[src/rtl/core/stlq_pkg.sv]
// Shared types and constants for the SPI transfer lock and request queue.
`timescale 1ns / 1ps
`default_nettype none

package stlq_pkg;

   // Field widths fixed by the transfer descriptor format.
   localparam int ADDR_W        = 32;
   localparam int BYTE_COUNT_W  = 12;
   localparam int SLAVE_SEL_W   = 2;
   localparam int FLAGS_W       = 3;
   localparam int TAG_W         = 8;
   localparam int STATUS_W      = 2;
   localparam int BYTE_COUNT_MAX = (1 << BYTE_COUNT_W) - 1;

   // Item kinds carried in the action field.
   localparam logic ACTION_REQUEST = 1'b0;
   localparam logic ACTION_DONE    = 1'b1;

   // Result status codes.
   localparam logic [STATUS_W-1:0] STATUS_STARTED  = 2'd0;
   localparam logic [STATUS_W-1:0] STATUS_QUEUED   = 2'd1;
   localparam logic [STATUS_W-1:0] STATUS_REJECTED = 2'd2;
   localparam logic [STATUS_W-1:0] STATUS_IDLE     = 2'd3;

   // One incoming request or completion.
   typedef struct packed {
      logic                    action;
      logic [ADDR_W-1:0]       send_addr;
      logic [ADDR_W-1:0]       recv_addr;
      logic                    recv_enable;
      logic [BYTE_COUNT_W-1:0] byte_count;
      logic [SLAVE_SEL_W-1:0]  slave_sel;
      logic [FLAGS_W-1:0]      xfer_flags;
      logic [TAG_W-1:0]        done_tag;
   } stlq_req_type;

   // One result.
   typedef struct packed {
      logic [STATUS_W-1:0]     status;
      logic                    launch;
      logic [ADDR_W-1:0]       out_send_addr;
      logic [ADDR_W-1:0]       out_recv_addr;
      logic                    out_recv_enable;
      logic [BYTE_COUNT_W-1:0] out_byte_count;
      logic [SLAVE_SEL_W-1:0]  out_slave_sel;
      logic [FLAGS_W-1:0]      out_flags;
      logic [TAG_W-1:0]        out_tag;
   } stlq_rsp_type;

   // A queued transfer descriptor as held in the descriptor memory.
   typedef struct packed {
      logic [ADDR_W-1:0]       send_addr;
      logic [ADDR_W-1:0]       recv_addr;
      logic                    recv_enable;
      logic [BYTE_COUNT_W-1:0] byte_count;
      logic [SLAVE_SEL_W-1:0]  slave_sel;
      logic [FLAGS_W-1:0]      flags;
      logic [TAG_W-1:0]        tag;
   } stlq_desc_type;

endpackage

`default_nettype wire

[src/rtl/core/stlq_desc_mem.sv]
// Descriptor memory: one write port, one read port with registered read data.
`timescale 1ns / 1ps
`default_nettype none

module stlq_desc_mem
   import stlq_pkg::*;
#(
   parameter int DEPTH  = 8,
   parameter int ADDR_W = 3
) (
   input  wire logic              clock,
   input  wire logic              wr_en,
   input  wire logic [ADDR_W-1:0] wr_addr,
   input  wire stlq_desc_type     wr_data,
   input  wire logic              rd_en,
   input  wire logic [ADDR_W-1:0] rd_addr,
   output stlq_desc_type          rd_data
);

   stlq_desc_type mem_ff [DEPTH];
   stlq_desc_type rd_data_ff;

   // Write port.
   always_ff @(posedge clock) begin
      if (wr_en) begin
         mem_ff[wr_addr] <= wr_data;
      end
   end

   // Read port; the read data is registered.
   always_ff @(posedge clock) begin
      if (rd_en) begin
         rd_data_ff <= mem_ff[rd_addr];
      end
   end

   assign rd_data = rd_data_ff;

endmodule

`default_nettype wire

[src/rtl/core/spi_transfer_lock_queue.sv]
// Top level: SPI bus lock with a circular queue of pending transfer descriptors.
// A request gives its result in the cycle after it is accepted; busy stays low.
// A done item that pops the queue holds busy high for one cycle while the
// descriptor memory is read; its result passes the read and result registers.
// Other done items answer in the next cycle. Rate: one item per cycle while busy is low.
// Synchronous reset frees the bus and empties the queue; busy is high during reset.
`timescale 1ns / 1ps
`default_nettype none

module spi_transfer_lock_queue
   import stlq_pkg::*;
#(
   parameter int QUEUE_SLOTS    = 8,
   parameter int MAX_XFER_BYTES = 4095
) (
   input  wire logic         clock,
   input  wire logic         reset,
   input  wire logic         start,
   output logic              busy,
   input  wire stlq_req_type req_data,
   output logic              strobe,
   output stlq_rsp_type      rsp_data
);

   localparam int PTR_W = (QUEUE_SLOTS > 1) ? $clog2(QUEUE_SLOTS) : 1;
   localparam logic [PTR_W-1:0] LAST_SLOT = PTR_W'(QUEUE_SLOTS - 1);
   localparam logic [BYTE_COUNT_W-1:0] COUNT_LIMIT =
      (MAX_XFER_BYTES > BYTE_COUNT_MAX) ? BYTE_COUNT_W'(BYTE_COUNT_MAX)
                                        : BYTE_COUNT_W'(MAX_XFER_BYTES);

   typedef enum logic {
      ST_IDLE,
      ST_POP
   } state_type;

   state_type     state_ff, state_in;
   logic          bus_busy_ff, bus_busy_in;
   logic [PTR_W-1:0] head_ff, head_in;
   logic [PTR_W-1:0] tail_ff, tail_in;
   logic          strobe_ff, strobe_in;
   stlq_rsp_type  rsp_ff, rsp_in;

   logic          accept;
   logic [PTR_W-1:0] head_next;
   logic [PTR_W-1:0] tail_next;
   logic          queue_empty;
   logic          queue_full;
   stlq_desc_type req_desc;
   stlq_desc_type rd_desc;
   logic          mem_wr_en;
   logic          mem_rd_en;

   assign accept = start && !busy;

   // Circular pointer arithmetic; one slot always stays empty.
   assign head_next   = (head_ff == LAST_SLOT) ? '0 : head_ff + 1'b1;
   assign tail_next   = (tail_ff == LAST_SLOT) ? '0 : tail_ff + 1'b1;
   assign queue_empty = (head_ff == tail_ff);
   assign queue_full  = (tail_next == head_ff);

   // Build the descriptor of a request, with the byte count saturated.
   always_comb begin
      req_desc.send_addr   = req_data.send_addr;
      req_desc.recv_addr   = req_data.recv_addr;
      req_desc.recv_enable = req_data.recv_enable;
      req_desc.byte_count  = (req_data.byte_count > COUNT_LIMIT) ? COUNT_LIMIT
                                                                 : req_data.byte_count;
      req_desc.slave_sel   = req_data.slave_sel;
      req_desc.flags       = req_data.xfer_flags;
      req_desc.tag         = req_data.done_tag;
   end

   stlq_desc_mem #(
      .DEPTH  (QUEUE_SLOTS),
      .ADDR_W (PTR_W)
   ) u_desc_mem (
      .clock   (clock),
      .wr_en   (mem_wr_en),
      .wr_addr (tail_ff),
      .wr_data (req_desc),
      .rd_en   (mem_rd_en),
      .rd_addr (head_ff),
      .rd_data (rd_desc)
   );

   // Next-state logic for the lock, the queue pointers and the result.
   always_comb begin
      state_in    = state_ff;
      bus_busy_in = bus_busy_ff;
      head_in     = head_ff;
      tail_in     = tail_ff;
      strobe_in   = 1'b0;
      rsp_in      = '0;
      mem_wr_en   = 1'b0;
      mem_rd_en   = 1'b0;
      case (state_ff)
         ST_IDLE: begin
            if (accept) begin
               if (req_data.action == ACTION_REQUEST) begin
                  strobe_in = 1'b1;
                  if (!bus_busy_ff) begin
                     bus_busy_in            = 1'b1;
                     rsp_in.status          = STATUS_STARTED;
                     rsp_in.launch          = 1'b1;
                     rsp_in.out_send_addr   = req_desc.send_addr;
                     rsp_in.out_recv_addr   = req_desc.recv_addr;
                     rsp_in.out_recv_enable = req_desc.recv_enable;
                     rsp_in.out_byte_count  = req_desc.byte_count;
                     rsp_in.out_slave_sel   = req_desc.slave_sel;
                     rsp_in.out_flags       = req_desc.flags;
                     rsp_in.out_tag         = req_desc.tag;
                  end else if (queue_full) begin
                     rsp_in.status = STATUS_REJECTED;
                  end else begin
                     mem_wr_en     = 1'b1;
                     tail_in       = tail_next;
                     rsp_in.status = STATUS_QUEUED;
                  end
               end else if (bus_busy_ff && !queue_empty) begin
                  // Pop the oldest descriptor; the result follows the read.
                  mem_rd_en = 1'b1;
                  head_in   = head_next;
                  state_in  = ST_POP;
               end else begin
                  bus_busy_in   = 1'b0;
                  strobe_in     = 1'b1;
                  rsp_in.status = STATUS_IDLE;
               end
            end
         end
         ST_POP: begin
            strobe_in              = 1'b1;
            rsp_in.status          = STATUS_STARTED;
            rsp_in.launch          = 1'b1;
            rsp_in.out_send_addr   = rd_desc.send_addr;
            rsp_in.out_recv_addr   = rd_desc.recv_addr;
            rsp_in.out_recv_enable = rd_desc.recv_enable;
            rsp_in.out_byte_count  = rd_desc.byte_count;
            rsp_in.out_slave_sel   = rd_desc.slave_sel;
            rsp_in.out_flags       = rd_desc.flags;
            rsp_in.out_tag         = rd_desc.tag;
            state_in               = ST_IDLE;
         end
         default: begin
            state_in = ST_IDLE;
         end
      endcase
   end

   // State, pointers and registered outputs.
   always_ff @(posedge clock) begin
      if (reset) begin
         state_ff    <= ST_IDLE;
         bus_busy_ff <= 1'b0;
         head_ff     <= '0;
         tail_ff     <= '0;
         strobe_ff   <= 1'b0;
      end else begin
         state_ff    <= state_in;
         bus_busy_ff <= bus_busy_in;
         head_ff     <= head_in;
         tail_ff     <= tail_in;
         strobe_ff   <= strobe_in;
      end
      rsp_ff <= rsp_in;
   end

   assign busy     = reset || (state_ff == ST_POP);
   assign strobe   = strobe_ff;
   assign rsp_data = rsp_ff;

endmodule

`default_nettype wire

[config.mk]
export PLATFORM = sky130hd
export DESIGN_NAME = spi_transfer_lock_queue
export DESIGN_NICKNAME = d
export VERILOG_FILES = /design/src/rtl/core/stlq_pkg.sv /design/src/rtl/core/stlq_desc_mem.sv /design/src/rtl/core/spi_transfer_lock_queue.sv
export SDC_FILE = /design/constraint.sdc
export NUM_CORES = 1
export LEC_CHECK = 0
export ABC_AREA = 0
export BUFFER_PORTS_ARGS = -buffer_cell sky130_fd_sc_hd__buf_2
export CAP_MARGIN = 10
export CORE_UTILIZATION = 55
export DETAILED_ROUTE_END_ITERATION = 12
export PLACE_DENSITY = 0.73
export SKIP_CTS_REPAIR_TIMING = 1
export SLEW_MARGIN = 10
export SYNTH_ARGS = -nofsm -noshare
export SYNTH_HDL_FRONTEND = slang
export SYNTH_SLANG_ARGS = --single-unit
[constraint.sdc]
create_clock -name clock -period 12.65 [get_ports clock]
set_input_delay 1.265 -clock clock [delete_from_list [all_inputs] [get_ports clock]]
set_output_delay 1.265 -clock clock [all_outputs]
set_load 0.05 [all_outputs]
==> key figures, run 1 <==
Finish
  • Most common cell after layout, fill and taps aside: edfxtp_1
  • Post-layout nets: 1,744
  • Fin area: 0.0380 sq mm
  • Area grow syn2layout: 14.2%
  • Most frequent cells in the layout: edfxtp_1, buf_2, mux4_2, dfxtp_1, clkbuf_16
  • Share of layout cells above drive strength 1: between 30% and 40%
  • Fillers: 3,833

CTS
  • Clock latency on the worst-skew pair: 0.63 ns
  • CTS H-tree lvls: 3
  • CTS tree: built
  • Clock Tree Root: clkbuf_16
  • CTS buffer count: 89
  • CTS sink cnt: between 900 and 1,000
  • Max clock buf depth: 3
  • Reg clk slew, reported paths: roughly 0.070 ns

Power and ir drop
  • Power Density: 161 mW/mm^2
  • IR drop worst, VDD: about 0.00011 V
  • Total Power: 6.11 mW
  • Leak pwr: about 12 nW

GRT
  • Vias in the first global route: 15,600
  • Grt total ovfl: 0
  • Initial antenna violation count: 8
  • Largest net degree at the start of global routing: around 120
  • First-pass GRT wire length: 97,200 microns
  • Total track usage: 21.7%

Die
  • Die width: roughly 250 microns
  • Io pins: 189
  • Die area: 0.0615 sq mm
  • Die Span Y: about 250 microns
  • Site Rows: around 90
  • Initial Util: 56.0%
  • Core area: 0.0594 sq mm

Routing
  • Drt via density: around 6.1
  • Pre-Repair DR Iteration Count: 7
  • Remaining DRCs: 0
  • DRT antenna net count: 0
  • Detailed Route WL: 65,200 microns
  • Routed WL per cell: 26.1 microns
  • Via count: 15,200
  • Initial drt markers: between 1,000 and 1,500

STA
  • Hold slack: around 0.47 ns
  • Clk_skew: 0.0261 ns
  • Final TNS setup: 0 ns
  • Unrepaired setup endpoints after global routing: no
  • Final Max Slew Viols: 0
  • Peak Freq: around 230 MHz
  • Final Hold Viols: 0
  • Worst slew margin: a little under a quarter
  • Minimum clock period: 4.37 ns
  • Worst-margin pin slew: around 1.1 ns
  • Endpoints failing setup: 0
  • Fin crit share: 34.6%

Logic synthesis
  • Synthesized area: 0.0333 sq mm
  • Register area share after synthesis: 79.3%
  • Post-synth ARST share: 0%
  • Synth Instances: approximately 1,400
  • Synth Register Bits: 912
  • Post-synth EDFFs: a little over 800
  • Syn avg cell area: between 20 and 25 sq um
  • Cell variety after synth: 42
  • Syn Nets: 1,533
  • Post-synth top flop: edfxtp_1
  • Synth warn: 0

Critical path
  • Peak per-stage delay on the critical path: 0.94 ns
  • RR Endpoint: u_desc_mem.mem_ff[6][37]
  • Crit end category: register
  • Worst EP required: 12.88 ns
  • CP cell instances: ha_1 > ha_1 > nor2b_1 > xor2_1 > o21ai_2 > nor2_4 > buf_4
  • WS Path Type: register to register
  • Crit start category: register
  • CP startpoint: tail_ff[0]
  • RR Startpoint: tail_ff[0]
  • Reg2Reg Setup Slack: 8.28 ns
  • CP max-delay cell: buf_4
  • CP dominant cell by count: ha_1
  • Worst Path Arrival: ~4.6 ns
  • CP max FO: 62
  • Reg2Reg Depth: 7

Hold path
  • HP Start: u_desc_mem.rd_data[82]
  • Hold Path Class: register to register
  • Worst Hold Path EP: rsp_data[82]
  • WHS Path Cells: 1

Placement
  • Port Buffers: 188
  • Area post-placement: 0.0349 sq mm
  • Gpl congestion: 0.720
  • Final HPWL DP: 33,300 microns

Job
  • Max-cap check violation count: 0

Outcome
  • Status: finished clean
layer usage:
layer  GRT usage, %  up-vias  share of wire, %
met3           4.60      101               7.0
li1               -     6455                 -
met4           5.97       12               1.7
met1           31.5     8134                43
met2           33.7      533                48
met5              0        -              0.13
sequential cells by signal, indices dropped and copies added, names as in the netlist:
name and cells:
head_ff 3, rsp_data 93, u_desc_mem.mem_ff 720, u_desc_mem.rd_data 90, strobe 1, tail_ff 3
bus_busy_ff 1, state_ff 1
critical path: cells and delay by family (launching register included):
kind | cells | cell delay [ns]
buffers and inverters | 1 | 0.94
xor gates and xnor gates | 1 | 0.41
DFF | 1 | 0.51
and+or+nand+nor | 2 | 1.16
adders and majority gates | 2 | 0.53
AOI/OAI and AO/OA | 1 | 0.33
cells by family after synthesis:
family                     synth area share [%]
buffers and inverters                      1.55
adders and majority gates                 0.150
and+or+nand+nor                           0.895
muxes                                      15.3
xor gates and xnor gates                  0.132
DFF                                        79.3
AOI/OAI and AO/OA                          2.74
Yosys cell counts, types with 4 or more instances:
master    number  area, sq um
dfxtp_1      102         2040
xor2_1         4         35.0
ha_1           4         50.1
clkbuf_1      40          150
nor2_1         5         18.8
edfxtp_1     810        24300
buf_1         13         48.8
buf_6         19          214
nor2b_1        4         25.0
mux2_2        90         1010
buf_2         19         95.1
nand2_1        4         15.0
a22o_1        90          788
mux4_2       180         4050
nand3_1        6         30.0
nand2b_1       4         25.0
a21oi_1        4         20.0
area by class of cell:
cell class                 count  area [sq um]  share of cell area [%]
tap                          773           967                    2.55
timing repair buffer         211          1130                    2.96
clock buffer                 113          2400                    6.32
clock inverter                55           651                    1.71
inverter                       2          10.0                  0.0263
multi-input combinational    430          6460                    17.0
sequential                   912         26400                    69.4
antenna                        3          7.51                  0.0198
how the worst max path moves through the flow:
stage / slack (ns) / cells past startpoint / endpoint
after floorplan: 1.21 / 5 / u_desc_mem.mem_ff[5][0]
after global placement: 7.93 / 6 / u_desc_mem.mem_ff[6][33]
after detailed placement: 7.79 / 6 / u_desc_mem.mem_ff[6][33]
after CTS: 8.22 / 7 / u_desc_mem.mem_ff[6][31]
after global routing: 8.01 / 7 / u_desc_mem.mem_ff[6][35]
final: 8.28 / 7 / u_desc_mem.mem_ff[6][37]
stage by stage:
| step | setup slack (ns) | util (%) | instances |
|---|---|---|---|
| 3_5_place_dp | 7.79 | 58.9 | 2328 |
| 3_3_place_gp | 7.93 | 58.9 | 2328 |
| 5_1_grt | 8.01 | 64.0 | 2496 |
| 6_report | 8.28 | 64.0 | 2499 |
| 2_1_floorplan | 1.21 | - | 1435 |
| 4_1_cts | 8.22 | 64.0 | 2496 |
power breakdown:
group	switching, mW	leakage [nW]	internal (mW)
logic	0.0841	2.76	0.0274
registers	0.00448	8.11	3.28
clock network	1.10	1.49	1.62
No activity file was read; power rests on OpenSTA's default activity.
==> inputs of run 2 (changes only) <==
CORE_UTILIZATION = 54   (was 55)
PLACE_DENSITY = 0.75   (was 0.73)
clock period = 3.9 ns   (was 12.65 ns; I/O delays follow)
==> run 2 against run 1 <==
Compared with the run above:
- sequential share of layout area decreased by 0.43 points
- cell area increased by 0.63%
- final cell count increased by 0.28%
- highest routed layer unchanged
- largest cell class unchanged
==> key figures, run 2 (synthesized netlist as in run 1, its figures left out) <==
Outcome
  • Status: finished clean

Routing
  • Detailed Route WL: 64,600 microns
  • Initial drt markers: 1,172
  • Drt via density: 6.01
  • Remaining DRCs: 0
  • Via count: 15,100
  • DRT antenna net count: 0
  • Routed WL per cell: approximately 26 microns
  • Pre-Repair DR Iteration Count: 5

Critical path
  • CP startpoint: tail_ff[2]
  • Worst EP required: ~4.2 ns
  • Reg2Reg Setup Slack: 0.50 ns
  • Crit start category: register
  • CP max-delay cell: nor2_4
  • CP max FO: 63
  • CP cell instances: ha_4 > nor2b_4 > xor2_4 > o21ai_4 > nor2_4 > buf_12
  • WS Path Type: register to register
  • Crit end category: register
  • Peak per-stage delay on the critical path: 0.95 ns
  • Worst Path Arrival: between 3 and 4 ns
  • RR Startpoint: tail_ff[2]

Placement
  • Port Buffers: 188
  • Gpl congestion: around 0.73
  • Pre-CTS setup slack: 0.513 ns
  • Final HPWL DP: 32,400 microns

STA
  • Peak Freq: 294 MHz
  • Minimum clock period: 3.40 ns
  • Worst slew margin: 22.7%
  • Endpoints failing setup: 0
  • Final Hold Viols: 0
  • Final worst slack: roughly 0.50 ns
  • Final Max Slew Viols: 0
  • Fin crit share: 87.2%
  • Worst-margin pin slew: between 1 and 1.5 ns
  • Clk_skew: roughly 0.026 ns
  • Unrepaired setup endpoints after global routing: no
  • Hold slack: 0.0472 ns

Die
  • Die width: 250 microns
  • Die Span Y: 250 microns
  • Io pins: about 190
  • Site Rows: 90
  • Core area: around 0.061 sq mm
  • Initial Util: 54.9%
  • Die area: 0.0626 sq mm

GRT
  • Grt total ovfl: 0
  • Global routing met1 resource utilization: approximately 29%
  • Met2 Use GR: 35.2%
  • Largest net degree at the start of global routing: 108
  • Total track usage: 21.1%
  • GR Layer Usage met3: 3.98%
  • Initial antenna violation count: 4
  • Vias in the first global route: 15,900
  • First-pass GRT wire length: between 90,000 and 100,000 microns
  • Gr busiest metal: met2

CTS
  • Clock latency on the worst-skew pair: 0.64 ns
  • Reg clk slew, reported paths: around 0.070 ns
  • CTS tree: built
  • CTS buffer count: 88
  • CTS H-tree lvls: 3
  • Clock Tree Root: clkbuf_16
  • CTS sink cnt: just over 900
  • Max clock buf depth: 3

Hold path
  • Hold Path Class: primary input to register
  • HP Start: req_data[6]

Finish
  • Most common cell after layout, fill and taps aside: edfxtp_1
  • Area grow syn2layout: 15.0%
  • Largest register by flop count: u_desc_mem.mem_ff
  • Most frequent cells in the layout: edfxtp_1, buf_2, mux4_2, dfxtp_1, clkbuf_16
  • Max FFs per register: between 700 and 800
  • Share of layout cells above drive strength 1: 38.0%
  • Post-layout nets: 1,747
  • Fillers: 3,949

Power and ir drop
  • IR drop worst, VDD: 0.000338 V
  • Power Density: roughly 510 mW/mm^2
  • Total Power: 19.7 mW
  • Leak pwr: 12.4 nW

Job
  • Max-cap check violation count: 0
## run 2: layer usage
metal	wire, microns	vias to the layer above
li1	-	6454
met1	26500	7992
met2	33000	501
met3	3930	99
met4	1150	6
met5	34	-
## run 2: where the power goes
group	internal, mW	switching (mW)
logic	0.0899	0.273
registers	10.6	0.0139
clock network	5.13	3.54
## run 2: metrics by stage
| stage | utilization [%] | area, sq um | TNS, ns | instances |
|---|---|---|---|---|
| 2_1_floorplan | - | 33400 | -375.01 | 1435 |
| 3_3_place_gp | 58.2 | 35200 | 0 | 2341 |
| 3_5_place_dp | 58.2 | 35200 | 0 | 2341 |
| 4_1_cts | 63.1 | 38200 | 0 | 2505 |
| 5_1_grt | 63.1 | 38200 | 0 | 2506 |
| 6_report | 63.1 | 38200 | 0 | 2506 |
## run 2: worst paths after layout
kind | endpoint | cells after the start
worst min-delay path | u_desc_mem.mem_ff[4][6] | 1
worst max-delay path | u_desc_mem.mem_ff[6][23] | 6
worst min register to register | rsp_data[89] | 1
worst max register to register | u_desc_mem.mem_ff[6][23] | 6
## run 2: final cells by class
| cell class | count | area (sq um) | area share (%) |
|---|---|---|---|
| Tap cell | 782 | 978 | 2.56 |
| Multi-Input combinational cell | 430 | 6550 | 17.1 |
| Clock inverter | 45 | 482 | 1.26 |
| Sequential cell | 912 | 26400 | 69.0 |
| Timing Repair Buffer | 215 | 1320 | 3.45 |
| Antenna cell | 1 | 2.50 | 0.00654 |
| Clock buffer | 119 | 2510 | 6.58 |
| Inverter | 2 | 10.0 | 0.0262 |
## run 2: critical path: cells and delay by family (launching register included)
family	cells	cell delay [ns]
AND/OR/NAND/NOR	2	1.02
adder cells (fa/ha/maj)	1	0.27
AO/OA/AOI/OAI	1	0.21
buffers and inverters	1	0.48
flip-flops	1	0.77
XOR/XNOR	1	0.25
